**config.mk**
```make
export PLATFORM = sky130hd
export DESIGN_NAME = dmrc_queue
export DESIGN_NICKNAME = d
export VERILOG_FILES = /design/src/hw/rtl/dmrc_pkg.sv /design/src/hw/rtl/dmrc_queue.sv
export SDC_FILE = /design/constraint.sdc
export NUM_CORES = 1
export LEC_CHECK = 0
export BUFFER_PORTS_ARGS = -buffer_cell sky130_fd_sc_hd__buf_2
export CAP_MARGIN = 15
export CORE_MARGIN = 4
export CORE_UTILIZATION = 40
export CTS_CLUSTER_DIAMETER = 50
export CTS_CLUSTER_SIZE = 8
export DETAILED_ROUTE_END_ITERATION = 10
export PLACE_DENSITY = 0.7
export SYNTH_ARGS = -nofsm -noshare
export SYNTH_HDL_FRONTEND = slang
export SYNTH_SLANG_ARGS = --single-unit
```
**constraint.sdc**
```tcl
create_clock -name clock -period 4.7 [get_ports clock]
set_clock_uncertainty 0.1 [all_clocks]
set_input_delay 0.47 -clock clock [delete_from_list [all_inputs] [get_ports clock]]
set_output_delay 0.47 -clock clock [all_outputs]
set_load 0.02 [all_outputs]
```
**src/hw/rtl/dmrc_pkg.sv**
```systemverilog
`timescale 1ns / 1ps

package dmrc_pkg;

   // table geometry
   localparam int unsigned ENTRIES  = 1024;
   localparam int unsigned IDX_W    = (ENTRIES > 1) ? $clog2(ENTRIES) : 1;
   localparam bit          IS_POW2  = ((ENTRIES & (ENTRIES - 1)) == 0);
   localparam logic [IDX_W-1:0] LAST_SLOT = IDX_W'(ENTRIES - 1);

   // field widths
   localparam int unsigned TYPE_W = 3;
   localparam int unsigned KEY_W  = 64;
   localparam int unsigned VAL_W  = 32;
   localparam int unsigned QUAL_W = 16;
   localparam int unsigned AGE_W  = 8;

   // with a power-of-two table the slot bits are implied by the address
   localparam int unsigned TAG_W = IS_POW2 ? KEY_W - IDX_W : KEY_W;

   localparam logic [AGE_W-1:0] AGE_TOP       = '1;
   localparam logic [AGE_W-1:0] MAX_AGE_RESET = AGE_W'(8);

   // command queue between front and back
   localparam int unsigned QUEUE_DEPTH = 2;

   typedef enum logic [TYPE_W-1:0] {
      REQ_LOOKUP     = 3'd0,
      REQ_LOOKUP_MIN = 3'd1,
      REQ_UPDATE     = 3'd2,
      REQ_SET        = 3'd3,
      REQ_SWEEP      = 3'd4
   } req_code_type;

   typedef enum logic [2:0] {
      OP_LOOKUP,
      OP_LOOKUP_MIN,
      OP_UPDATE,
      OP_SET,
      OP_SWEEP,
      OP_NONE
   } op_type;

   typedef struct packed {
      op_type                   op;
      logic [IDX_W-1:0]         slot;
      logic [TAG_W-1:0]         tag;
      logic [VAL_W-1:0]         value;
      logic signed [QUAL_W-1:0] new_quality;
      logic signed [QUAL_W-1:0] min_quality;
   } cmd_type;

   typedef struct packed {
      logic                     valid;
      logic [TAG_W-1:0]         tag;
      logic [VAL_W-1:0]         value;
      logic signed [QUAL_W-1:0] quality;
      logic [AGE_W-1:0]         age;
   } entry_type;

   localparam int unsigned ENTRY_W = $bits(entry_type);

   function automatic op_type classify(input logic [TYPE_W-1:0] code);
      op_type op;
      case (code)
         REQ_LOOKUP:     op = OP_LOOKUP;
         REQ_LOOKUP_MIN: op = OP_LOOKUP_MIN;
         REQ_UPDATE:     op = OP_UPDATE;
         REQ_SET:        op = OP_SET;
         REQ_SWEEP:      op = OP_SWEEP;
         default:        op = OP_NONE;
      endcase
      return op;
   endfunction

endpackage

```
**src/hw/rtl/dmrc_queue.sv**
```systemverilog
`timescale 1ns / 1ps

module dmrc_queue (
   input  logic             clock,
   input  logic             reset,
   input  logic             push_valid,
   output logic             push_ready,
   input  dmrc_pkg::cmd_type push_data,
   output logic             pop_valid,
   input  logic             pop_ready,
   output dmrc_pkg::cmd_type pop_data
);

   import dmrc_pkg::*;

   localparam int unsigned QPTR_W = (QUEUE_DEPTH > 1) ? $clog2(QUEUE_DEPTH) : 1;
   localparam int unsigned QCNT_W = $clog2(QUEUE_DEPTH + 1);
   localparam logic [QPTR_W-1:0] QPTR_LAST = QPTR_W'(QUEUE_DEPTH - 1);
   localparam logic [QCNT_W-1:0] QCNT_FULL = QCNT_W'(QUEUE_DEPTH);

   cmd_type           slot_ff [QUEUE_DEPTH];
   logic [QPTR_W-1:0] wr_ptr_ff, wr_ptr_in;
   logic [QPTR_W-1:0] rd_ptr_ff, rd_ptr_in;
   logic [QCNT_W-1:0] count_ff, count_in;
   logic              do_push, do_pop;

   assign push_ready = (count_ff != QCNT_FULL);
   assign pop_valid  = (count_ff != '0);
   assign pop_data   = slot_ff[rd_ptr_ff];
   assign do_push    = push_valid && push_ready;
   assign do_pop     = pop_valid && pop_ready;

   always_comb begin
      wr_ptr_in = wr_ptr_ff;
      rd_ptr_in = rd_ptr_ff;
      count_in  = count_ff;
      if (do_push) begin
         wr_ptr_in = (wr_ptr_ff == QPTR_LAST) ? '0 : wr_ptr_ff + QPTR_W'(1);
      end
      if (do_pop) begin
         rd_ptr_in = (rd_ptr_ff == QPTR_LAST) ? '0 : rd_ptr_ff + QPTR_W'(1);
      end
      if (do_push && !do_pop) begin
         count_in = count_ff + QCNT_W'(1);
      end else if (do_pop && !do_push) begin
         count_in = count_ff - QCNT_W'(1);
      end
   end

   always_ff @(posedge clock) begin
      if (do_push) begin
         slot_ff[wr_ptr_ff] <= push_data;
      end
      if (reset) begin
         wr_ptr_ff <= '0;
         rd_ptr_ff <= '0;
         count_ff  <= '0;
      end else begin
         wr_ptr_ff <= wr_ptr_in;
         rd_ptr_ff <= rd_ptr_in;
         count_ff  <= count_in;
      end
   end

endmodule

```
==> results.md, run 1 <==
* Status: completed
* Routed wire per std cell at 17.9 um
* Sequential area share after synthesis at 79.3%
* Synthesized flop and latch total at 267
* Final setup fails at 0
* Root buffer cell: clkbuf_16
* Post-Syn Area at 10100 um^2
* Area grow syn2layout at 27.4%
* Worst Reg-to-Reg Cells at 4
* Fin. Hold Viols at 0
* Crit path cell chain: buf_4 -> mux2_4 -> buf_2
* Initial antenna violation count at 0
* Max FO, Critical Path at 40
* Total track usage at 13.3%
* Initial core utilization at 41.0%
* HPWL Detailed at 12500 um
* Fin crit share at 61.8%
* Min-Delay Path Class: in2reg
* Comb pwr share at 26.0%
* CP Class: reg2out
* Nets at 867
* Clk_lat worst skew at 0.51 ns
* CTS tree: yes
* GP Congestion at 0.732
* Aggregate negative setup slack at 0 ns
* Critical Path Stages at 3
* Total grt overflow at 0
* Clk slew on worst S/H paths at 0.05 ns
* Final WL at 19100 um
* Syn_area_per_cell at 23.3 um^2
* Die area at 27700 um^2
* Compound-Gate Fraction of Synth Area at 0.299%
* Placed cells at 1013
* Pin count of the biggest net entering global routing at 110
* Combinational family with the most area after synthesis: multiplexers
* Layout cell share with drive strength beyond 1 at 61.1%
* Commonest non-fill, non-tap cells in the layout: 267 x buf_2, 262 x edfxtp_1, 90 x mux2_4
* Lkg Pwr at 4.95 nW
* Most common cell after layout, fill and taps aside: buf_2
* Port Buf Inserts at 267
* Die H at 167 um
* F_max at 344 MHz
* Diode count at 0
* Worst-Margin Slew at 0.998 ns
* Switch Pwr at 2.13 mW
* Core area at 24500 um^2
* Worst path required time at 4.13 ns
* Max Cap Violations at 0
* DRT iter0 DRCs at 307
* Filler instances at 1991
* Vias per std cell at 4.64
* Crit path max-delay family: buffers and inverters
* Cell Pwr Density at 585 nW/um^2
* Vias in the first global route at 5267
* Die W at 167 um
* Synth warnings at 0
* Slowest CP cell: buf_4
* Worst Path Arrival at 2.34 ns
* Via count at 4944
* Seq pwr share at 41.3%
* # rows at 57
* Min Tclk post-route at 2.91 ns
* CP peak stage delay at 0.68 ns
* XOR/XNOR Fraction of Synth Area at 0.261%
* Syn nets at 568
* Post-CTS Resized at 0
* Worst setup EP type: output port
* TritonCTS Buffers at 40
* Ports at 268
* H-tree depth at 2
* P_int at 5.36 mW
* Drt pass-1 iters at 4
* Mux contribution to synthesized area at 18.0%
* Simple-gate share of the synthesized area at 0.498%
* Adder-cell share of the synthesized area at 0.124%
* # hold bufs at CTS at 0
* Worst Path Buf+Inv at 2
* Max-slew violations at 0
* Sw Share at 28.4%
* Hold path cells at 1
* Synth Instances at 432
* Clk buf depth at 3
* RSZ-0062 raised after global routing: no
* Util after Layout at 52.2%
* VDD IR max at 0.339 mV
* Seq. cell area at 7970 um^2
* Remaining antenna violation count at 0
* Synth unique cells at 20
* Global-route wire length before repair at 29600 um
* Multi-input gate area at 1940 um^2
* Finished Layout Cells at 1066
* CTS sink cnt at 267
* Max_slew headroom at 33.5%
* Type of origin of the critical path: flop
* Postcts setup bufs at 0
* Clock share of power at 32.7%
* DRC viols at 0
[sequential cells by signal (all words and copies together) (netlist names), named ones only]
register / cells
slot_ff: 262
rd_ptr_ff: 1
count_ff: 2
wr_ptr_ff: 1
[final cells by class]
| class | count | area share (%) |
|---|---|---|
| clock inverter | 6 | 0.498 |
| timing repair buffer | 272 | 10.9 |
| inverter | 1 | 0.0488 |
| multi-input combinational | 149 | 15.1 |
| tap | 324 | 3.16 |
| clock buffer | 47 | 8.02 |
| sequential | 267 | 62.2 |
[synthesized netlist by cell type]
library cell,instances,share of area (%)
mux2_2,41,4.6
or2_2,1,0.062
nand2b_1,1,0.062
nor2_1,3,0.11
or3_1,1,0.062
nand3b_1,1,0.075
buf_2,4,0.20
and3_1,1,0.062
a21oi_1,2,0.10
edfxtp_1,262,78
buf_6,10,1.1
xor2_1,3,0.26
o21ai_0,2,0.10
inv_1,1,0.037
and2_1,1,0.062
dfxtp_1,5,1.0
ha_1,1,0.12
a21bo_2,1,0.10
mux2_4,90,13
buf_8,1,0.15
[layer usage]
| layer | track usage (%) | vias to the layer above | part of all wire [%] |
|---|---|---|---|
| met5 | 0 | - | 0 |
| met4 | 4.09 | 0 | 1.7 |
| met3 | 4.86 | 31 | 8.7 |
| met2 | 21.8 | 205 | 49 |
| met1 | 16.6 | 2396 | 40 |
| li1 | - | 2312 | - |
[power by group through the flow]
stage          registers, mW  clock network, mW  logic, mW
2_1_floorplan           3.11                  0       1.48
3_3_place_gp            3.13                  0       1.96
3_5_place_dp            3.14                  0       1.98
4_1_cts                 3.10               2.53       1.99
5_1_grt                 3.12               2.65       2.08
6_report                3.10               2.45       1.95
[worst paths after layout]
path                            start                        end  slack [ns]
max                              flop               pop_data[58]        1.79
min                    push_data[118]  slot_ff[0][118]$_DFFE_PP_        0.04
max reg2reg  count_ff[0]$_SDFFE_PP0P_   slot_ff[0][14]$_DFFE_PP_        2.49
min reg2reg    rd_ptr_ff$_SDFFE_PP0P_                       flop        0.41
[kinds of logic (layout without fill, tap and decap cells)]
family | Yosys count | after routing
multiplexers | 131 | 131
flip-flops | 267 | 267
buffers and inverters | 16 | 326
AO/OA/AOI/OAI | 5 | 5
adder cells (fa/ha/maj) | 1 | 1
AND/OR/NAND/NOR | 9 | 9
XOR/XNOR | 3 | 3
[through the flow]
| step | hold WS [ns] | area (um^2) | setup slack (ns) | power, mW |
|---|---|---|---|---|
| 2_1_floorplan | 0.371 | 10100 | 0.304 | 4.60 |
| 3_3_place_gp | 0.381 | 11700 | 2.33 | 5.09 |
| 3_5_place_dp | 0.393 | 11700 | 2.27 | 5.12 |
| 4_1_cts | 0.0105 | 12800 | 1.72 | 7.62 |
| 5_1_grt | 0.0163 | 12800 | 1.68 | 7.85 |
| 6_report | 0.0405 | 12800 | 1.79 | 7.49 |
Note: power is estimated with default switching activity, not from simulation.
==> run 2, diff against run 1 <==
==> constraint.sdc (replaced) <==
create_clock -name clock -period 2.9 [get_ports clock]
set_clock_uncertainty 0.1 [all_clocks]
set_input_delay 0.29 -clock clock [delete_from_list [all_inputs] [get_ports clock]]
set_output_delay 0.29 -clock clock [all_outputs]
set_load 0.02 [all_outputs]
==> results.md, run 2 (synthesis results as in run 1) <==
* Status: completed
* Total placed instance area at 11800 um^2
* Nets at 1003
* Max_slew headroom at 50.8%
* Finished Layout Cells at 1202
* Grt met2 use at 24.0%
* Clk buf depth at 3
* Lkg Pwr at 5.55 nW
* Switch Pwr at 3.47 mW
* Initial antenna violation count at 0
* Util after Layout at 58.0%
* Sw Share at 27.9%
* Initial core utilization at 41.0%
* Max-slew violations at 0
* DRC viols at 0
* Max FO, Critical Path at 89
* Finished Cell Area at 14200 um^2
* Slowest CP cell: buf_12
* Vias per std cell at 4.60
* Core area at 24500 um^2
* Min-delay src: pop_ready
* Final setup fails at 0
* Min-Delay Path Class: in2reg
* Met1 usage at 17.6%
* Max Cap Violations at 0
* Top reg by flops: slot_ff
* Seq pwr share at 39.8%
* Worst-Margin Slew at 0.739 ns
* Remaining antenna violation count at 0
* Min Tclk post-route at 2.43 ns
* Fin crit share at 83.8%
* Type of origin of the critical path: flop
* Worst Reg-to-Reg Cells at 3
* Diode count at 0
* Die H at 167 um
* Hold path cells at 4
* VDD IR max at 0.599 mV
* Final WL at 20400 um
* Drt pass-1 iters at 4
* Largest registers: slot_ff: 262 flops, count_ff: 2 flops
* Routed wire per std cell at 17.0 um
* Clock share of power at 32.8%
* P_int at 8.99 mW
* Worst Path Buf+Inv at 2
* Clk slew on worst S/H paths at 0.04 ns
* Hold WS at 0.137 ns
* Crit path cell chain: buf_12 -> mux2_2 -> buf_2
* RSZ-0062 raised after global routing: no
* Total grt overflow at 0
* Crit path max-delay family: buffers and inverters
* Via count at 5532
* Die area at 27700 um^2
* HPWL Detailed at 12300 um
* Setup slack, reg-to-reg at 1.06 ns
* Worst r2r dst: slot_ff[1][56]$_DFFE_PP_
* # hold bufs at CTS at 133
* DRT iter0 DRCs at 278
* Die W at 167 um
* Root buffer cell: clkbuf_16
* Global-route wire length before repair at 31600 um
* R2R Path Start: count_ff[0]$_SDFFE_PP0P_
* Vias in the first global route at 6003
* Layout cell share with drive strength beyond 1 at 52.3%
* CTS sink cnt at 267
* H-tree depth at 2
* CTS tree: yes
* Filler instances at 1805
* Max FFs per register at 262
* Fin. Hold Viols at 0
* Commonest non-fill, non-tap cells in the layout: 267 x buf_2, 262 x edfxtp_1, 133 x dlygate4sd3_1
* Grt peak-use layer: met2
* GP Congestion at 0.734
* CP Class: reg2out
* Ports at 268
* Worst Path Arrival at 2.04 ns
* Cell Pwr Density at 876 nW/um^2
* Worst slack at placement at 1.01 ns
* Area grow syn2layout at 41.6%
* Worst path required time at 2.51 ns
* Comb pwr share at 27.4%
* Total track usage at 14.2%
* Port Buf Inserts at 267
* Most common cell after layout, fill and taps aside: buf_2
* TritonCTS Buffers at 40
* CP peak stage delay at 0.42 ns
* F_max at 412 MHz
* # rows at 57
* Pin count of the biggest net entering global routing at 90
* Met3 usage at 4.41%
* Clk_lat worst skew at 0.50 ns
* Critical Path Stages at 3
* Worst setup EP type: output port
* Worst Hold End: rd_ptr_ff$_SDFFE_PP0P_
* Postcts setup bufs at 0
* Final Worst Setup Slack at 0.470 ns
* Post-CTS Resized at 0
* Placed cells at 1016
run 2: layer usage:
layer,vias up,part of all wire (%)
met5,-,0
met4,0,2.5
met3,45,7.3
met2,227,49
met1,2673,41
li1,2587,-
run 2: power by group through the flow:
stage / Clock, mW / Combinational, mW / Sequential (mW)
after floorplan: 0 / 2.41 / 5.02
after global placement: 0 / 3.29 / 5.01
after detailed placement: 0 / 3.30 / 5.03
after CTS: 4.20 / 3.46 / 4.96
after global routing: 4.39 / 3.61 / 5.00
final: 4.09 / 3.41 / 4.96
run 2: worst max path at each step:
stage | start | endpoint | slack (ns)
global placement | count_ff[0]$_SDFFE_PP0P_ | slot_ff[1][88]$_DFFE_PP_ | 1.03
finish | flop | pop_data[10] | 0.47
detailed placement | flop | pop_data[126] | 1.01
CTS | flop | pop_data[111] | 0.47
global route | flop | pop_data[19] | 0.41
floorplan | count_ff[0]$_SDFFE_PP0P_ | slot_ff[0][0]$_DFFE_PP_ | -0.19
run 2: per-stage QoR:
stage	total power, mW	TNS [ns]
after global placement	8.30	0
after floorplan	7.43	-25.45
after CTS	12.6	0
after detailed placement	8.33	0
final	12.5	0
after global routing	13.0	0
run 2: final cells by class:
cell class              instances  area (um^2)  area share [%]
flip-flops and latches        267         7970            56.0
inverters                       1         7.51          0.0528
clock inverters                 4         56.3           0.396
well taps                     324          405            2.85
repair buffers                408         2780            19.5
multi-input cells             149         1940            13.7
clock buffers                  49         1070            7.49
run 2: worst reg2reg max path: stages (launching register included):
cell,delay (ns)
dfxtp_2,0.36
nand2b_4,0.16
and3_4,0.53
buf_12,0.32
